`src/hw/rtl/bpit_pkg.sv`:
```
// Shared types for the barycentric point-in-triangle test.
package bpit_pkg;

  // Flags carried through the divider chain alongside the quotients.
  typedef struct packed {
    logic vld;
    logic in_tri;
    logic ccw;
    logic degenerate;
  } bpit_flags_t;

endpackage

```
`src/hw/rtl/bpit_div_cell.sv`:
```
// One restoring-division cell: one quotient bit for each of two dividends.
module bpit_div_cell import bpit_pkg::*; #(
  parameter int PW = 36,
  parameter int QW = 16
) (
  input  logic              clk,
  input  logic              rst,
  input  bpit_flags_t       flags_in,
  input  logic [PW-1:0]     den_in,
  input  logic [PW-1:0]     ru_in,
  input  logic [PW-1:0]     rv_in,
  input  logic [QW-1:0]     qu_in,
  input  logic [QW-1:0]     qv_in,
  input  logic              shift_in,
  output bpit_flags_t       flags_out,
  output logic [PW-1:0]     den_out,
  output logic [PW-1:0]     ru_out,
  output logic [PW-1:0]     rv_out,
  output logic [QW-1:0]     qu_out,
  output logic [QW-1:0]     qv_out
);

  logic [PW:0] ru_s, rv_s;
  logic        bu, bv;

  // remainder stays below den, so one extra bit covers the shift
  always_comb begin
    ru_s = shift_in ? {ru_in, 1'b0} : {1'b0, ru_in};
    rv_s = shift_in ? {rv_in, 1'b0} : {1'b0, rv_in};
    bu   = (ru_s >= {1'b0, den_in});
    bv   = (rv_s >= {1'b0, den_in});
  end

  always_ff @(posedge clk) begin
    if (rst) begin
      flags_out <= '0;
    end else begin
      flags_out <= flags_in;
    end
  end

  always_ff @(posedge clk) begin
    den_out <= den_in;
    ru_out  <= PW'(bu ? ru_s - {1'b0, den_in} : ru_s);
    rv_out  <= PW'(bv ? rv_s - {1'b0, den_in} : rv_s);
    qu_out  <= {qu_in[QW-2:0], bu};
    qv_out  <= {qv_in[QW-2:0], bv};
  end

endmodule

```
`config.mk`:
```
export PLATFORM = sky130hd
export DESIGN_NAME = bpit_div_cell
export DESIGN_NICKNAME = d
export VERILOG_FILES = /design/src/hw/rtl/bpit_pkg.sv /design/src/hw/rtl/bpit_div_cell.sv
export SDC_FILE = /design/constraint.sdc
export NUM_CORES = 1
export LEC_CHECK = 0
export BUFFER_PORTS_ARGS = -buffer_cell sky130_fd_sc_hd__buf_2
export CAP_MARGIN = 20
export CORE_MARGIN = 3
export CORE_UTILIZATION = 45
export CTS_CLUSTER_DIAMETER = 80
export DETAILED_ROUTE_END_ITERATION = 8
export PLACE_DENSITY_LB_ADDON = 0.15
export SETUP_SLACK_MARGIN = 0.1
export SYNTH_ARGS = -nofsm -noshare
export SYNTH_HDL_FRONTEND = slang
export SYNTH_SLANG_ARGS = --single-unit
```
`constraint.sdc`:
```
create_clock -name clk -period 7.25 [get_ports clk]
set_clock_uncertainty 0.05 [all_clocks]
set_input_delay 1.45 -clock clk [delete_from_list [all_inputs] [get_ports clk]]
set_output_delay 1.45 -clock clk [all_outputs]
set_load 0.1 [all_outputs]
```
After elaboration in Yosys (flattened, before gate mapping)
Index checks and enable logic that the tools add are counted.
{ "op_classes": {"n_lt_le_gt_ge": 2, "addsub": 2, "muxes": 4} }
{ "op_table": {"columns": ["cell", "count"], "rows": [
  ["greater-or-equal comparator 37 x 36 -> 1 bit", 2],
  ["two-way mux 37 bit", 2],
  ["two-way mux 36 bit", 2],
  ["subtractor 36 bit", 2]
]} }
{ "totals": {"input_bits": 147, "ff_bits": 144, "elab_cells": 17} }

Longest topological paths before layout
{ "depth": {"depth_word": 3, "ltp_mapped": 18} }

Worst setup path after synthesis
OpenSTA, ideal clock, no wires.
{ "synth_timing": {"path_type": "in2reg", "start": "input shift_in", "end": "register ru_out[30]", "t_required_ns": 7.075, "n_path_buf": 5, "setup_time_ns": 0.125, "cell_stages": 16, "t_arrival_ns": 4.883, "setup_slack_ns": 2.191, "cell_sequence": "clkbuf_1 > clkbuf_1 > buf_1 > mux2_2 > ha_1 > nand3_1 > a2111oi_2 > o21ai_0 > nand3_2 > a21o_1 > nand4_1 > and3_1 > buf_2 > buf_4 > a311oi_1 > nor3_1"} }
{ "synth_between": {"elab_chain_len": 3, "elab_cells_between_ends": 4} }
{ "synth_lines": {"columns": ["item", "line", "text"], "rows": [
  ["start, declared", "bpit_div_cell.sv:14", "input logic shift_in,"],
  ["two-way mux 37 bit *", "bpit_div_cell.sv:28", "ru_s = shift_in ? {ru_in, 1'b0} : {1'b0, ru_in};"],
  ["subtractor 36 bit / greater-or-equal comparator 37 x 36 -> 1 bit (equally long branches)", "bpit_div_cell.sv:44, bpit_div_cell.sv:30", null],
  ["two-way mux 36 bit *", "bpit_div_cell.sv:44", "ru_out <= PW'(bu ? ru_s - {1'b0, den_in} : ru_s);"],
  ["end signal, assigned", "bpit_div_cell.sv:44", null],
  ["end, declared", "bpit_div_cell.sv:17", "output logic [PW-1:0] ru_out,"]
]} }
Mark *: on every way between the ends. The rest lies on a longest branch, timed or not.
A chain may end at the register's enable or synchronous reset.

Worst setup path after layout
{ "layout_timing": {"start": "input shift_in", "end": "register ru_out[34]"} }
The elaborated chain is that of the path after synthesis.

==> impl_metrics.yaml <==
clock_network:
  cts-root-buf: "clkbuf_16"
  clk_path_buf_depth: 2
  cts_tree: "built"
  clk_pin_slew_ps: 60
  post-cts-setup-buffer-count: 0
  cts_resized: 0
  ctsHoldBuffers: 0
  cts_max_level: 4
  cts_sinks: 144
  numCtsBuffers: 17
setup_path:
  path_max_fanout: 39
  path_cells: "buf_2 > buf_4 > mux2_2 > ha_1 > and3_1 > nand2_1 > nor4_1 > nand4_1 > o211ai_1 > a221oi_2 > and3_1 > inv_2 > nor2_1 > a211oi_1"
  cp_common_cell: "and3_1"
  worst_ep_arrival_time_ps: 5750
  crit_start: "shift_in"
  slowest_stage: "inv_2"
  crit_type: "in2reg"
  crit_path_end_kind: "flip-flop"
  max_stage_delay_ps: 530
  start_kind: "input pin"
  crit_required_ps: 7460
place:
  gp_congestion: 0.899
  io_buffers: 288
  dp_hpwl_um: 21200
  placed_area_mm2: 0.0102
yosys:
  syn_inst: 947
  synth_area_mm2: 0.00859
  syn_nets: 1170
  synth_edf_count: 0
  ys_ff_latch: 144
  ys_seq_area_share_pct: 33.5
  avgSynthCellArea_um2: 9.08
  synthFlopType: "dfxtp_1"
  ys_types: 70
  async_flop_share_pct: 0
  synth_top_area_share_pct: 33.5
  synth_area_leader_cell: "dfxtp_1"
  synthTopCellsByArea: "dfxtp_1 (34%), ha_1 (11%), mux2_2 (8.8%)"
  yosys_warnings: 0
timing:
  fin_crit_ps: 5540
  fmax_ghz: 0.180
  rsz0062_at_grt: "false"
  min_period_over_period_pct: 76.4
  hold_violations: 0
  fin_setup_tns_ps: 0
  final-setup-viol-count: 0
  drv_slew: 0
  slew_headroom_pct: 52.2
  whs_ps: 1080
  worst_pin_slew_ps: 716
power_and_ir_drop:
  ir_worst_vdd_mv: 0.175
  total_power_w: 0.00371
  power.density_mw_per_mm2: 342
  leakage_nw: 5.35
global_route:
  antenna_found_initial: 2
  grtUsageMet2_pct: 39.1
  use_met3_pct: 4.27
  grt.met1_usage_pct: 34.2
  gr-usage-all-layers_pct: 24.8
  grt_pass1_vias: 7441
  grt_max_degree: 49
  grt.busiest_layer: "met2"
  grt_overflow: 0
  grt_pass1_wl_um: 40100
final_layout:
  drive_above_1_share_pct: 34.0
  fin_util_pct: 59.3
  fin_nets: 1452
  seq_area_mm2: 0.00288
  nFillCells: 1715
  area_growth_pct: 26.4
  final_cell_area_mm2: 0.0109
  multi_input_area_mm2: 0.00532
route:
  wl_um: 26600
  dr_total_vias: 7927
  final_antenna_net_count: 0
  drt-vias-per-instance: 5.38
  wire_per_inst_um: 18.0
  drc: 0
  drt-initial-drc-count: 442
  drt_first_pass_iters: 5
hold_path:
  hold_start: "qv_in[2]"
  hold_path.class: "in2reg"
floorplan:
  die-area_mm2: 0.0208
  die_w_um: 144
  initial_core_util_pct: 46.9
  core_mm2: 0.0183
  num_io_pins: 291
  rows: 49
  dieHeight_um: 144
outcome:
  outcome: "finished clean"
run:
  drv_cap: 0
[worst max-delay path: cells and delay by family]
family / cells / cell delay (ps)
multiplexers: 1 / 410
AO/OA/AOI/OAI: 3 / 720
AND/OR/NAND/NOR: 6 / 1270
adder cells (fa/ha/maj): 1 / 390
buffers and inverters: 3 / 1490
[synthesized netlist by cell type, drive strengths merged (13+ instances only)]
cell    number
a21o        43
a21oi      100
buf         15
clkbuf      13
dfxtp      144
ha          74
inv         58
mux2        81
nand2       61
nand2b      13
nand3       17
nor2        73
nor2b       13
nor3        13
o21ai       43
o21bai      13
xnor2       33
xor2        24
[flip-flops by register name, summed over array words and instances (netlist names)]
register	count
den_out	36
qv_out	16
ru_out	36
flags_out	4
rv_out	36
qu_out	16
[final cells by class]
cell class	instances	share of cell area, %
clock inverters	12	2.11
clock buffers	20	4.20
repair buffers	291	13.5
well taps	229	2.64
multi-input cells	717	49.0
flip-flops and latches	144	26.5
inverters	58	2.03
diodes	2	0.0461
[stage by stage]
step	setup WS [ps]	std cells
after floorplan	2190	947
after global placement	1390	1439
after detailed placement	1360	1439
after CTS	1790	1471
after global routing	1430	1473
final	1710	1473
[logic make-up after synthesis]
logic type | Yosys count | synth area share [%]
AO/OA/AOI/OAI | 267 | 20.1
XOR/XNOR | 57 | 5.81
adder cells (fa/ha/maj) | 76 | 11.2
buffers and inverters | 86 | 4.57
flip-flops | 144 | 33.5
multiplexers | 88 | 12.0
AND/OR/NAND/NOR | 229 | 12.7
[report_power, final]
| group | switching [W] | total, W | internal (W) |
|---|---|---|---|
| clock | 0.000355 | 0.00102 | 0.000668 |
| combinational | 0.00136 | 0.00175 | 0.000392 |
| sequential | 0.0000282 | 0.000944 | 0.000916 |
| total | 0.00174 | 0.00371 | 0.00198 |
[per-layer routing]
layer / up-vias / wire length (µm)
met3: 35 / 1700
met1: 3642 / 12200
met2: 288 / 12000
li1: 3962 / -
met4: 0 / 617
met5: - / 0
[final timing paths]
path / to / cells after the start
max: ru_out[34] / 14
min: qv_out[3] / 1
[placed cells by master (no fill, tap or decap), types with 5 or more instances in the layout]
cell type / instances
mux2_4: 14
nor2b_1: 13
dfxtp_1: 144
bufinv_16: 6
nor2_1: 73
and3_1: 10
o21bai_1: 13
a21oi_1: 99
buf_2: 288
o21ai_0: 41
o21a_1: 5
a21o_1: 43
nand4_1: 8
a211oi_1: 12
nand3_1: 16
clkbuf_16: 17
inv_1: 56
mux2_2: 67
and2_1: 6
ha_1: 74
mux2i_1: 7
nand2_1: 61
xor2_1: 24
nor3_1: 13
nand2b_1: 13
xnor2_1: 33
a31oi_1: 5
Note: power is estimated with default switching activity, not from simulation.
